### config.mk
export PLATFORM = sky130hd
export DESIGN_NAME = tccw_seq
export DESIGN_NICKNAME = d
export VERILOG_FILES = /design/src/rtl/core/tccw_pkg.sv /design/src/rtl/core/tccw_seq.sv
export SDC_FILE = /design/constraint.sdc
export NUM_CORES = 1
export LEC_CHECK = 0
export ABC_AREA = 0
export BUFFER_PORTS_ARGS = -buffer_cell sky130_fd_sc_hd__buf_4
export CORE_UTILIZATION = 30
export CTS_BUF_LIST = sky130_fd_sc_hd__clkbuf_16
export DETAILED_ROUTE_END_ITERATION = 10
export PLACE_DENSITY_LB_ADDON = 0.2
export SLEW_MARGIN = 20
export SYNTH_ARGS = -nofsm -noshare
export SYNTH_HDL_FRONTEND = slang
export SYNTH_SLANG_ARGS = --single-unit
### constraint.sdc
create_clock -name clk -period 3.51 [get_ports clk]
set_input_delay 0.1755 -clock clk [delete_from_list [all_inputs] [get_ports clk]]
set_output_delay 0.1755 -clock clk [all_outputs]
set_load 0.05 [all_outputs]
### src/rtl/core/tccw_pkg.sv
// ============================================================================
// tccw_pkg
// Shared types and constants for the text console cursor writer.
// ============================================================================
`default_nettype none

package tccw_pkg;

  // Default grid size
  localparam int DEF_COLUMNS = 80;
  localparam int DEF_ROWS    = 25;

  // Character codes and reset attribute
  localparam logic [7:0] CH_NEWLINE   = 8'd10;
  localparam logic [7:0] CH_BACKSPACE = 8'd8;
  localparam logic [7:0] CH_SPACE     = 8'd32;
  localparam logic [7:0] ATTR_RESET   = 8'd15;

  // Request codes
  localparam logic REQ_PUT  = 1'b0;
  localparam logic REQ_READ = 1'b1;

  // Input transaction
  typedef struct packed {
    logic        req_type;
    logic [7:0]  char_code;
    logic [10:0] cell_index;
  } in_t;

  // Result transaction
  typedef struct packed {
    logic [7:0]  cell_char;
    logic [7:0]  cell_attr;
    logic [10:0] cursor_pos;
  } out_t;

  // One store entry: character plus attribute
  typedef struct packed {
    logic [7:0] ch;
    logic [7:0] attr;
  } cell_t;

  // Sequencer states
  typedef enum logic [2:0] {
    ST_INIT,
    ST_IDLE,
    ST_READ,
    ST_SCROLL,
    ST_BLANK,
    ST_WRITE,
    ST_DONE
  } tccw_state_t;

endpackage

`default_nettype wire

### src/rtl/core/tccw_seq.sv
// ============================================================================
// tccw_seq
// Sequencer: cursor state, request decode and one walk counter shared by the
// post-reset clear, the scroll copy, the row blank and the full-grid clear.
// ============================================================================
`default_nettype none

module tccw_seq
  import tccw_pkg::*;
#(
  parameter int COLUMNS = DEF_COLUMNS,
  parameter int ROWS    = DEF_ROWS
) (
  input  wire logic  clk,
  input  wire logic  rst_n,
  // request side
  input  wire logic  in_valid,
  input  wire in_t   in_data,
  output logic       busy,
  // attribute register
  input  wire logic [7:0] attr,
  // result side
  output logic       res_valid,
  input  wire logic  res_ready,
  output out_t       res_data,
  // store port
  output logic       wr_en,
  output logic [$clog2(ROWS*COLUMNS)-1:0] wr_addr,
  output cell_t      wr_cell,
  output logic [$clog2(ROWS*COLUMNS)-1:0] rd_addr,
  input  wire cell_t rd_cell
);

  localparam int CELLS = ROWS * COLUMNS;
  localparam int MOVED = (ROWS - 1) * COLUMNS;
  localparam int AW    = $clog2(CELLS);
  localparam int PW    = $clog2(CELLS + 1);
  localparam int RW    = $clog2(ROWS);
  localparam int CW    = $clog2(COLUMNS + 1);

  localparam logic [PW-1:0] K_MOVED = PW'(MOVED);
  localparam logic [PW-1:0] K_LAST  = PW'(CELLS - 1);
  localparam logic [PW-1:0] K_COLS  = PW'(COLUMNS);
  localparam logic [RW-1:0] R_LAST  = RW'(ROWS - 1);
  localparam logic [CW-1:0] C_END   = CW'(COLUMNS);

  tccw_state_t   state_r, state_nxt;
  logic [PW-1:0] k_r, k_nxt;
  logic [RW-1:0] row_r, row_nxt;
  logic [CW-1:0] col_r, col_nxt;
  logic [PW-1:0] pos_r, pos_nxt;
  logic [7:0]    chr_r, chr_nxt;
  logic          clear_r, clear_nxt;
  logic          range_r, range_nxt;
  logic [7:0]    res_char_r, res_char_nxt;
  logic [7:0]    res_attr_r, res_attr_nxt;

  // Control registers
  always_ff @(posedge clk) begin
    if (!rst_n) begin
      state_r <= ST_INIT;
      k_r     <= '0;
      row_r   <= '0;
      col_r   <= '0;
      pos_r   <= '0;
    end else begin
      state_r <= state_nxt;
      k_r     <= k_nxt;
      row_r   <= row_nxt;
      col_r   <= col_nxt;
      pos_r   <= pos_nxt;
    end
  end

  // Payload registers
  always_ff @(posedge clk) begin
    chr_r      <= chr_nxt;
    clear_r    <= clear_nxt;
    range_r    <= range_nxt;
    res_char_r <= res_char_nxt;
    res_attr_r <= res_attr_nxt;
  end

  // Next state and store control
  always_comb begin
    state_nxt    = state_r;
    k_nxt        = k_r;
    row_nxt      = row_r;
    col_nxt      = col_r;
    pos_nxt      = pos_r;
    chr_nxt      = chr_r;
    clear_nxt    = clear_r;
    range_nxt    = range_r;
    res_char_nxt = res_char_r;
    res_attr_nxt = res_attr_r;
    wr_en        = 1'b0;
    wr_addr      = AW'(pos_r);
    wr_cell      = '{ch: chr_r, attr: attr};
    rd_addr      = AW'(in_data.cell_index);
    res_valid    = 1'b0;

    unique case (state_r)
      // post-reset clear pass, constant reset attribute
      ST_INIT: begin
        wr_en   = 1'b1;
        wr_addr = AW'(k_r);
        wr_cell = '{ch: CH_SPACE, attr: ATTR_RESET};
        if (k_r == K_LAST) begin
          state_nxt = ST_IDLE;
        end else begin
          k_nxt = k_r + 1'b1;
        end
      end

      ST_IDLE: begin
        if (in_valid) begin
          res_char_nxt = '0;
          res_attr_nxt = '0;
          if (in_data.req_type == REQ_READ) begin
            range_nxt = (17'(in_data.cell_index) < 17'(CELLS));
            state_nxt = ST_READ;
          end else if (in_data.char_code == CH_NEWLINE) begin
            if (row_r == R_LAST) begin
              k_nxt     = '0;
              state_nxt = ST_SCROLL;
            end else begin
              row_nxt   = row_r + 1'b1;
              col_nxt   = '0;
              pos_nxt   = pos_r - PW'(col_r) + K_COLS;
              state_nxt = ST_DONE;
            end
          end else if (in_data.char_code == CH_BACKSPACE && col_r != '0) begin
            col_nxt   = col_r - 1'b1;
            pos_nxt   = pos_r - 1'b1;
            state_nxt = ST_DONE;
          end else if (col_r == C_END && row_r == R_LAST) begin
            // rows overflow: clear grid, then write at the origin
            chr_nxt   = in_data.char_code;
            clear_nxt = 1'b1;
            k_nxt     = '0;
            state_nxt = ST_BLANK;
          end else begin
            // ordinary write; a column wrap advances the linear position by one like any other write
            wr_en   = 1'b1;
            wr_cell = '{ch: in_data.char_code, attr: attr};
            if (col_r == C_END) begin
              row_nxt = row_r + 1'b1;
              col_nxt = CW'(1);
            end else begin
              col_nxt = col_r + 1'b1;
            end
            pos_nxt   = pos_r + 1'b1;
            state_nxt = ST_DONE;
          end
        end
      end

      // read data arrives in the cycle after the address
      ST_READ: begin
        res_char_nxt = range_r ? rd_cell.ch   : '0;
        res_attr_nxt = range_r ? rd_cell.attr : '0;
        state_nxt    = ST_DONE;
      end

      // copy cell k+COLUMNS to k, the write lands in the cycle after its read
      ST_SCROLL: begin
        rd_addr = AW'(k_r + K_COLS);
        if (k_r != '0) begin
          wr_en   = 1'b1;
          wr_addr = AW'(k_r - 1'b1);
          wr_cell = rd_cell;
        end
        if (k_r == K_MOVED) begin
          clear_nxt = 1'b0;
          state_nxt = ST_BLANK;
        end else begin
          k_nxt = k_r + 1'b1;
        end
      end

      // blank from k up to the last cell
      ST_BLANK: begin
        wr_en   = 1'b1;
        wr_addr = AW'(k_r);
        wr_cell = '{ch: CH_SPACE, attr: attr};
        if (k_r == K_LAST) begin
          col_nxt = '0;
          if (clear_r) begin
            row_nxt   = '0;
            pos_nxt   = '0;
            state_nxt = ST_WRITE;
          end else begin
            row_nxt   = R_LAST;
            pos_nxt   = K_MOVED;
            state_nxt = ST_DONE;
          end
        end else begin
          k_nxt = k_r + 1'b1;
        end
      end

      // held byte after a full clear
      ST_WRITE: begin
        wr_en     = 1'b1;
        col_nxt   = col_r + 1'b1;
        pos_nxt   = pos_r + 1'b1;
        state_nxt = ST_DONE;
      end

      ST_DONE: begin
        res_valid = 1'b1;
        if (res_ready) begin
          state_nxt = ST_IDLE;
        end
      end

      default: begin
        state_nxt = ST_IDLE;
      end
    endcase
  end

  assign busy = (state_r != ST_IDLE);

  assign res_data = '{cell_char:  res_char_r,
                      cell_attr:  res_attr_r,
                      cursor_pos: 11'(17'(pos_r))};

endmodule

`default_nettype wire

==> impl_metrics.env, run 1 <==
export IMPL_status="finished clean"
export IMPL_dp_cells=994
export IMPL_cp_start_kind="flip-flop"
export IMPL_ys_types=80
export IMPL_min_period_ps=3450
export IMPL_synth_top_cells_by_count="68 x nand2_1, 57 x o21ai_0, 54 x nor2_1, 43 x inv_1, 38 x a21oi_1"
export IMPL_antenna_left=0
export IMPL_hold_start="in_data[16]"
export IMPL_io_buffers=115
export IMPL_grt_max_degree=29
export IMPL_yosysWarningCount=0
export IMPL_syn_inst=671
export IMPL_fmax_mhz=290
export IMPL_setup_viol=0
export IMPL_maxCapViolCount=0
export IMPL_hold_viol=0
export IMPL_synth_top_area_cell="edfxtp_1"
export IMPL_die_height_um=135
export IMPL_die_width_um=135
export IMPL_grt_overflow_total=0
export IMPL_irDropWorstVdd_uv=234
export IMPL_yosysMostFrequentCell="nand2_1"
export IMPL_drc=0
export IMPL_n_fill_cell=1772
export IMPL_finalWirelength_um=18200
export IMPL_synthFlopType="dfxtp_1"
export IMPL_drive_above_1_share_pct=24.7
export IMPL_final_cells=1024
export IMPL_cts_buffers=9
export IMPL_setup_ws_ps=62.2
export IMPL_setup_tns_ps=0
export IMPL_row_count=48
export IMPL_clk_insertion_delay_late_ps=340
export IMPL_path_class="reg2out"
export IMPL_ys_async_sr_fraction_pct=0
export IMPL_fin_total_pwr_w=0.00261
export IMPL_syn_num_nets=750
export IMPL_io_pins=116
export IMPL_syn_area_um2=5330
export IMPL_drv_slew=0
export IMPL_num_vias=5733
export IMPL_syn_avg_cell_area_um2=7.95
export IMPL_syn_to_final_growth_pct=29.8
export IMPL_gp_congestion=0.858
export IMPL_r2r_start="k_r[0]$_SDFFE_PN0P_"
export IMPL_grt_pass1_vias=5347
export IMPL_regArea_um2=1530
export IMPL_synth_edff_count=26
export IMPL_viasPerCell=5.60
export IMPL_grt_util_all_layers_pct=19.7
export IMPL_clk_pin_slew_worst_paths_ps=60
export IMPL_htreeDepth=3
export IMPL_utilization_pct=39.9
export IMPL_post_route_period_util_pct=98.2
export IMPL_end_kind="output port"
export IMPL_initial_core_util_pct=30.7
export IMPL_synth_seq_cells=63
export IMPL_cp_max_fo=8
export IMPL_holdPathStages=1
export IMPL_worst_r2r_setup_slack_ps=380
export IMPL_p_leak_nw=2.86
export IMPL_whs_endpoint="chr_r[5]$_DFFE_PP_"
export IMPL_slew_headroom_pct=31.5
export IMPL_dieArea_um2=18300
export IMPL_worst_pin_slew_ps=1020
export IMPL_crit_required_ps=3330
export IMPL_cts_tree="built"
export IMPL_nets=873
export IMPL_post_place_ws_ps=296
export IMPL_multiInputGateArea_um2=3490
export IMPL_drt_iter0_markers=466
export IMPL_cts_buffer_depth=2
export IMPL_cts_sinks=63
export IMPL_cts_hold_buf=0
export IMPL_netlist_area_leader_share_pct=14.6
export IMPL_antenna_cells=0
export IMPL_holdCritPathClass="in2reg"
export IMPL_yosysSeqAreaShare_pct=28.5
export IMPL_drt_pass1_iter_count=8
export IMPL_rr_worst_depth=9
export IMPL_worstPathArrival_ps=3270
export IMPL_ys_top_cells_by_area="edfxtp_1 15%, dfxtp_1 14%, ha_1 7.0%, o21ai_0 5.3%, nand2_1 4.8%"
export IMPL_grt_antenna_before_repair=0
export IMPL_clockRootBuffer="clkbuf_16"
export IMPL_skew_ps=8.68
export IMPL_rr_endpoint="pos_r[9]$_SDFFE_PN0P_"
export IMPL_wl_per_cell_um=17.8
export IMPL_dp_hpwl_um=13600
export IMPL_core_area_um2=17400
export IMPL_power_density_nw_per_um2=377
export IMPL_grt_pass1_wl_um=28300
## repair_timing
action,4_1_cts,5_1_grt
endpoints found under the setup margin,10,18
pin swaps,0,6
buffers inserted,0,14
resized for setup,4,19
## cell families after synthesis
logic type / Yosys count / synth area share [%]
buf+inv: 83 / 6.59
flops: 63 / 28.5
simple gates: 262 / 26.2
xor+xnor: 23 / 3.78
compound gates: 203 / 26.3
fa+ha+maj: 31 / 7.41
mux: 6 / 1.15
## routing by layer
layer  GRT usage, %  up-vias  share of wire (%)
li1               -     2736                  -
met1           26.1     2757                 46
met2           32.4      223                 46
met3           3.18       17                6.3
met4           6.74        0                1.5
met5              0        -                  0
## layout by cell type, fill, tap and decap left out, drive strengths merged, types with 8 or more instances in the layout
master  netlist  layout
and2         26      26
and3         11      11
edfxtp       26      26
ha           30      30
inv          43      44
nor3b         9       9
nor2b        10      10
dfxtp        37      37
a32o          9       9
nand3        15      15
a22oi         8       8
buf          10     151
xnor2        12      12
nand2        69      69
o31ai         8       8
a21oi        39      39
o21ai        58      58
nor2         55      55
xor2         11      11
clkbuf       29       9
nor3         27      27
## cell type report
| class | count | share of cell area, % |
|---|---|---|
| multi-input cells | 525 | 50.5 |
| inverters | 44 | 2.46 |
| repair buffers | 151 | 16.6 |
| clock buffers | 9 | 3.25 |
| clock inverters | 7 | 1.05 |
| well taps | 225 | 4.07 |
| flip-flops and latches | 63 | 22.1 |
## sequential cells by signal, summed over array words and instances (netlist names)
| register | cells |
|---|---|
| col_r | 7 |
| pos_r | 11 |
| state_r | 3 |
| k_r | 11 |
| clear_r | 1 |
| chr_r | 8 |
| res_char_r | 8 |
| range_r | 1 |
| res_attr_r | 8 |
| row_r | 5 |
## metrics by stage
stage / cell area (µm²) / hold WS (ps)
floorplan: 5330 / 274
global placement: 6460 / 382
detailed placement: 6460 / 386
CTS: 6770 / 29.5
global route: 6920 / 32.3
finish: 6920 / 41.2
## critical path, stage by stage, from the launching register on
cell and delay [ps]:
dfxtp_4 350, inv_4 80, ha_4 140, or3b_4 390, or4b_4 530, or4_4 620, nand2_8 130, buf_4 170
nor2_1 60, a221o_1 270, buf_4 200
## worst max-delay path by stage
stage | startpoint | end | slack, ps | cells after the start
5_1_grt | k_r[0]$_SDFFE_PN0P_ | wr_cell[9] | -9 | 10
4_1_cts | k_r[0]$_SDFFE_PN0P_ | wr_cell[8] | 0.3 | 10
6_report | k_r[0]$_SDFFE_PN0P_ | wr_addr[7] | 60 | 10
3_3_place_gp | k_r[0]$_SDFFE_PN0P_ | wr_cell[13] | 380 | 10
2_1_floorplan | k_r[0]$_SDFFE_PN0P_ | wr_cell[0] | 250 | 9
3_5_place_dp | k_r[0]$_SDFFE_PN0P_ | wr_cell[13] | 300 | 10
## report_power, final
part | leakage [nW] | total (W) | switching, W | internal [W]
Clock | 0.143 | 0.000908 | 0.000358 | 0.000551
Sequential | 0.548 | 0.000834 | 0.0000416 | 0.000792
Combinational | 2.17 | 0.000869 | 0.000544 | 0.000325
Total | 2.86 | 0.00261 | 0.000943 | 0.00167
No activity file was read; power rests on OpenSTA's default activity.
==> run 2, diff against run 1 <==
--- a/config.mk
+++ b/config.mk
@@ -7,7 +7,7 @@
 export LEC_CHECK = 0
 export ABC_AREA = 0
 export BUFFER_PORTS_ARGS = -buffer_cell sky130_fd_sc_hd__buf_4
-export CORE_UTILIZATION = 30
+export CORE_UTILIZATION = 55
 export CTS_BUF_LIST = sky130_fd_sc_hd__clkbuf_16
 export DETAILED_ROUTE_END_ITERATION = 10
 export PLACE_DENSITY_LB_ADDON = 0.2
==> run 2 against run 1 <==
Effect of this change:
- power decreased by 1.2%
- die area fell by 45%
- critical path depth unchanged
- combinational power is 5.4% higher
- clock power fell by 8.6%
- count of clock-buffer cells in the layout stayed put
- utilization rose by 33 points
- worst setup slack worse by 21 ps
- critical path type unchanged
- critical endpoint is now wr_addr[9]
- largest cell class unchanged
==> impl_metrics.env, run 2 (synthesis results as in run 1) <==
export IMPL_nets=869
export IMPL_drt_pass1_iter_count=6
export IMPL_drc=0
export IMPL_maxCapViolCount=0
export IMPL_grt_antenna_before_repair=0
export IMPL_p_comb_share_pct=35.5
export IMPL_gp_congestion=0.945
export IMPL_wl_per_cell_um=18.4
export IMPL_dieArea_um2=10100
export IMPL_skew_ps=5.84
export IMPL_slew_headroom_pct=38.8
export IMPL_holdCritPathClass="in2reg"
export IMPL_cp_max_fo=8
export IMPL_r2r_start="col_r[1]$_SDFFE_PN0P_"
export IMPL_crit_required_ps=3330
export IMPL_num_vias=5946
export IMPL_io_buffers=115
export IMPL_cts_hold_buf=0
export IMPL_clk_pin_slew_worst_paths_ps=60
export IMPL_critPathSlowestCell="or4_4"
export IMPL_antenna_cells=0
export IMPL_hold_start="in_data[15]"
export IMPL_reg_largest_list="k_r (11), pos_r (11)"
export IMPL_syn_to_final_growth_pct=26.6
export IMPL_grt_pass1_vias=5302
export IMPL_worst_pin_slew_ps=917
export IMPL_fmax_mhz=288
export IMPL_worstPathArrival_ps=3290
export IMPL_antenna_left=0
export IMPL_grt_util_all_layers_pct=32.3
export IMPL_viasPerCell=6.44
export IMPL_drt_iter0_markers=467
export IMPL_cts_buffers=9
export IMPL_initial_core_util_pct=57.2
export IMPL_power_switching_w=0.000961
export IMPL_cp_start_kind="flip-flop"
export IMPL_end_kind="output port"
export IMPL_setup_viol=0
export IMPL_row_count=35
export IMPL_swShare_pct=37.3
export IMPL_p_leak_nw=2.83
export IMPL_grt_pass1_wl_um=25800
export IMPL_layout_common_cells="142 x buf_4, 68 x nand2_1, 57 x o21ai_0, 53 x nor2_1, 39 x inv_1"
export IMPL_hold_viol=0
export IMPL_cts_tree="built"
export IMPL_irDropWorstVdd_uv=247
export IMPL_core_area_um2=9330
export IMPL_p_int_w=0.00162
export IMPL_clk_insertion_delay_late_ps=330
export IMPL_post_route_period_util_pct=98.8
export IMPL_path_class="reg2out"
export IMPL_final_common_cell="buf_4"
export IMPL_dp_hpwl_um=12100
export IMPL_fin_total_pwr_w=0.00258
export IMPL_dp_cells=890
export IMPL_grt_overflow_total=0
export IMPL_min_period_ps=3470
export IMPL_grt_max_degree=31
export IMPL_cts_sinks=63
export IMPL_cts_buffer_depth=2
export IMPL_htreeDepth=3
export IMPL_p_clk_share_pct=32.2
export IMPL_finalWirelength_um=17000
export IMPL_cpPeakStageDelay_ps=630
export IMPL_status="finished clean"
export IMPL_drv_slew=0
export IMPL_crit_path_start="k_r[1]$_SDFFE_PN0P_"
export IMPL_die_height_um=100
export IMPL_io_pins=116
export IMPL_final_cells=924
export IMPL_drive_above_1_share_pct=24.5
export IMPL_crit_top_cell="buf_4"
export IMPL_p_seq_share_pct=32.3
export IMPL_power_density_nw_per_um2=382
export IMPL_worstPathCellList="inv_4, ha_4, or3b_4, or4b_4, or4_4, nand2_8, buf_4, nor4_1, a221o_1, buf_4"
export IMPL_clockRootBuffer="clkbuf_16"
export IMPL_die_width_um=100
==> run 2: final cells by class <==
cell class	instances	area (µm²)
Multi-Input combinational cell	526	3510
Fill cell	731	2570
Sequential cell	63	1530
Timing Repair Buffer	146	1110
Clock buffer	9	225
Inverter	44	170
Tap cell	129	161
Clock inverter	7	48.8
==> run 2: layer usage <==
layer	track usage, %	routed length, µm
met1	41.1	6670
met2	54.5	8130
met3	4.16	1620
met4	15.2	617
met5	0	0
==> run 2: repair_timing <==
action / CTS / global route
setup buffers: 0 / 17
gates resized for setup: 3 / 21
pin swaps: 0 / 8
setup endpoints to repair: 1 / 13
gates cloned: 0 / 1
==> run 2: path summary, 6_finish.rpt <==
| check | slack, ps | to | cells after the start |
|---|---|---|---|
| worst max-delay path | 40 | wr_addr[9] | 10 |
| worst min-delay path | 60 | chr_r[4]$_DFFE_PP_ | 1 |
| worst max register to register | 400 | pos_r[6]$_SDFFE_PN0P_ | 10 |
| worst min register to register | 530 | row_r[2]$_SDFFE_PN0P_ | 2 |
==> run 2: through the flow <==
step,hold WS (ps),util (%),setup TNS (ps),instance area [µm²],setup WS (ps)
finish,56.9,72.4,0,6760,40.8
global placement,382,67.3,0,6280,444
CTS,48.5,70.3,0,6560,49.4
global route,54.0,72.4,-81.9,6760,-18.2
floorplan,274,-,0,5330,251
detailed placement,386,67.3,0,6280,335
==> run 2: worst max-delay path, delay by kind of cell, from the launching register on <==
kind	cells	cell delay [ps]
AOI/OAI and AO/OA	1	300
adders and majority gates	1	140
and+or+nand+nor	5	1770
DFF	1	360
buffers and inverters	3	390
==> run 2: power groups by stage <==
stage	sequential, W	clock [W]	combinational, W
after floorplan	0.000850	0	0.000561
after global placement	0.000834	0	0.000770
after detailed placement	0.000837	0	0.000788
after CTS	0.000822	0.000834	0.000798
after global routing	0.000838	0.000856	0.000965
final	0.000834	0.000830	0.000916
==> run 3, diff against run 2 <==
--- a/config.mk
+++ b/config.mk
@@ -7,7 +7,7 @@
 export LEC_CHECK = 0
 export ABC_AREA = 0
 export BUFFER_PORTS_ARGS = -buffer_cell sky130_fd_sc_hd__buf_4
-export CORE_UTILIZATION = 55
+export CORE_UTILIZATION = 56
 export CTS_BUF_LIST = sky130_fd_sc_hd__clkbuf_16
 export DETAILED_ROUTE_END_ITERATION = 10
 export PLACE_DENSITY_LB_ADDON = 0.2
==> run 3 against run 2 <==
Effect of this change:
- utilization is 0.77 points higher
- non-clock buffer count is 4 lower
- die area is 1.8% lower
- routed wire length is 1.3% lower
- global-route usage is 2.0 points higher
- sequential power is 0.6% lower
- critical endpoint is now wr_cell[10]
==> impl_metrics.env, run 3 (synthesis results as in run 1) <==
export IMPL_slew_headroom_pct=33.5
export IMPL_drt_iter0_markers=603
export IMPL_drc=0
export IMPL_nets=865
export IMPL_p_clk_share_pct=37.2
export IMPL_grt_pass1_vias=5373
export IMPL_post_place_ws_ps=302
export IMPL_fmax_mhz=292
export IMPL_p_leak_nw=2.85
export IMPL_clk_insertion_delay_late_ps=330
export IMPL_final_common_cell="buf_4"
export IMPL_htreeDepth=3
export IMPL_power_density_nw_per_um2=396
export IMPL_holdCritPathClass="in2reg"
export IMPL_grt_max_degree=28
export IMPL_power_switching_w=0.000952
export IMPL_worst_pin_slew_ps=996
export IMPL_syn_to_final_growth_pct=26.8
export IMPL_grt_antenna_before_repair=0
export IMPL_drt_pass1_iter_count=6
export IMPL_skew_ps=8.46
export IMPL_worst_path_buf_inv=3
export IMPL_cts_hold_buf=0
export IMPL_crit_required_ps=3330
export IMPL_finalWirelength_um=16800
export IMPL_drive_above_1_share_pct=23.8
export IMPL_crit_path_start="k_r[1]$_SDFFE_PN0P_"
export IMPL_cts_buffers=9
export IMPL_status="finished clean"
export IMPL_layout_common_cells="139 x buf_4, 68 x nand2_1, 57 x o21ai_0, 54 x nor2_1, 39 x inv_1"
export IMPL_regArea_um2=1520
export IMPL_maxCapViolCount=0
export IMPL_r2r_start="col_r[1]$_SDFFE_PN0P_"
export IMPL_reg_largest_list="k_r (11), pos_r (11)"
export IMPL_grt_overflow_total=0
export IMPL_antenna_left=0
export IMPL_die_width_um=99.6
export IMPL_viasPerCell=6.36
export IMPL_grt_pass1_wl_um=26900
export IMPL_dp_hpwl_um=12200
export IMPL_num_vias=5850
export IMPL_critPathSlowestCell="or4_4"
export IMPL_irDropWorstVdd_uv=250
export IMPL_drv_slew=0
export IMPL_setup_viol=0
export IMPL_p_comb_share_pct=31.8
export IMPL_crit_family="simple AND/OR/NAND/NOR gates"
export IMPL_wl_per_cell_um=18.3
export IMPL_clk_pin_slew_worst_paths_ps=60
export IMPL_cp_max_fo=7
export IMPL_swShare_pct=35.6
export IMPL_n_fill_cell=691
export IMPL_die_height_um=99.6
export IMPL_setup_ws_ps=85.0
export IMPL_cpPeakStageDelay_ps=540
export IMPL_rsz0062_at_grt="false"
export IMPL_multiInputGateArea_um2=3500
export IMPL_min_period_ps=3420
export IMPL_cts_tree="built"
export IMPL_p_int_w=0.00172
export IMPL_setup_tns_ps=0
export IMPL_final_cells=920
export IMPL_cts_buffer_depth=2
export IMPL_path_class="reg2out"
export IMPL_gp_congestion=0.983
export IMPL_post_route_period_util_pct=97.6
export IMPL_dp_cells=894
export IMPL_clockRootBuffer="clkbuf_16"
export IMPL_cts_sinks=63
export IMPL_hold_start="in_data[14]"
export IMPL_io_buffers=115
export IMPL_cp_start_kind="flip-flop"
export IMPL_worstPathCellList="inv_2, ha_2, or3b_4, or4b_4, or4_4, nand2_8, o311a_4, a222oi_1, inv_1, buf_4"
export IMPL_core_area_um2=9240
export IMPL_grt_util_all_layers_pct=34.3
export IMPL_antenna_cells=0
export IMPL_initial_core_util_pct=57.7
export IMPL_end_kind="output port"
export IMPL_p_seq_share_pct=31.0
export IMPL_row_count=35
export IMPL_io_pins=116
export IMPL_fin_total_pwr_w=0.00268
export IMPL_hold_viol=0
export IMPL_dieArea_um2=9920
export IMPL_worstPathArrival_ps=3250
run 3: cell count changes in the layout (fill, tap and decap cells not counted), moves of 2 or more:
cell       previous run  this run
buf_4               142       139
buf_6                 4         2
bufinv_16             0         2
clkinv_2              3         0
inv_2                 2         4
dfxtp_1              35        37
inv_4                 2         0
dfxtp_4               2         0
run 3: layer usage:
layer  GRT usage, %  part of all wire [%]  up-vias
met2           57.4                    47      348
met5              0                     0        -
met4           14.9                   3.3        0
met3           5.69                   9.4       53
li1               -                     -     2720
met1           43.7                    40     2729
run 3: area by class of cell:
type                    instances  area share [%]
inverters                      44            2.44
repair buffers                142            16.1
clock inverters                 7            1.54
clock buffers                   9            3.33
flip-flops and latches         63            22.5
well taps                     129            2.39
multi-input cells             526            51.7
run 3: repair_timing:
| action | CTS | global route |
|---|---|---|
| pin swaps | 2 | 6 |
| setup buffers | 4 | 5 |
| resized for setup | 7 | 5 |
| cloned | 1 | 0 |
| endpoints found under the setup margin | 7 | 24 |
run 3: final timing paths:
kind / to / slack (ps) / cells past startpoint
max: wr_cell[10] / 90 / 10
min: chr_r[3]$_DFFE_PP_ / 40 / 1
max reg2reg: k_r[10]$_SDFFE_PN0P_ / 430 / 10
min reg2reg: row_r[4]$_SDFFE_PN0P_ / 510 / 2
run 3: power groups by stage:
stage | sequential, W | combinational (W) | clock [W]
after detailed placement | 0.000842 | 0.000787 | 0
final | 0.000829 | 0.000851 | 0.000995
after global routing | 0.000833 | 0.000906 | 0.00103
after floorplan | 0.000850 | 0.000561 | 0
after global placement | 0.000839 | 0.000771 | 0
after CTS | 0.000828 | 0.000822 | 0.000997
run 3: metrics by stage:
| stage | util, % | instance area, µm² | hold WS, ps |
|---|---|---|---|
| 4_1_cts | 72.5 | 6700 | 34.4 |
| 3_5_place_dp | 68.3 | 6310 | 379 |
| 6_report | 73.2 | 6760 | 42.8 |
| 2_1_floorplan | - | 5330 | 274 |
| 5_1_grt | 73.2 | 6760 | 35.4 |
| 3_3_place_gp | 68.3 | 6310 | 379 |
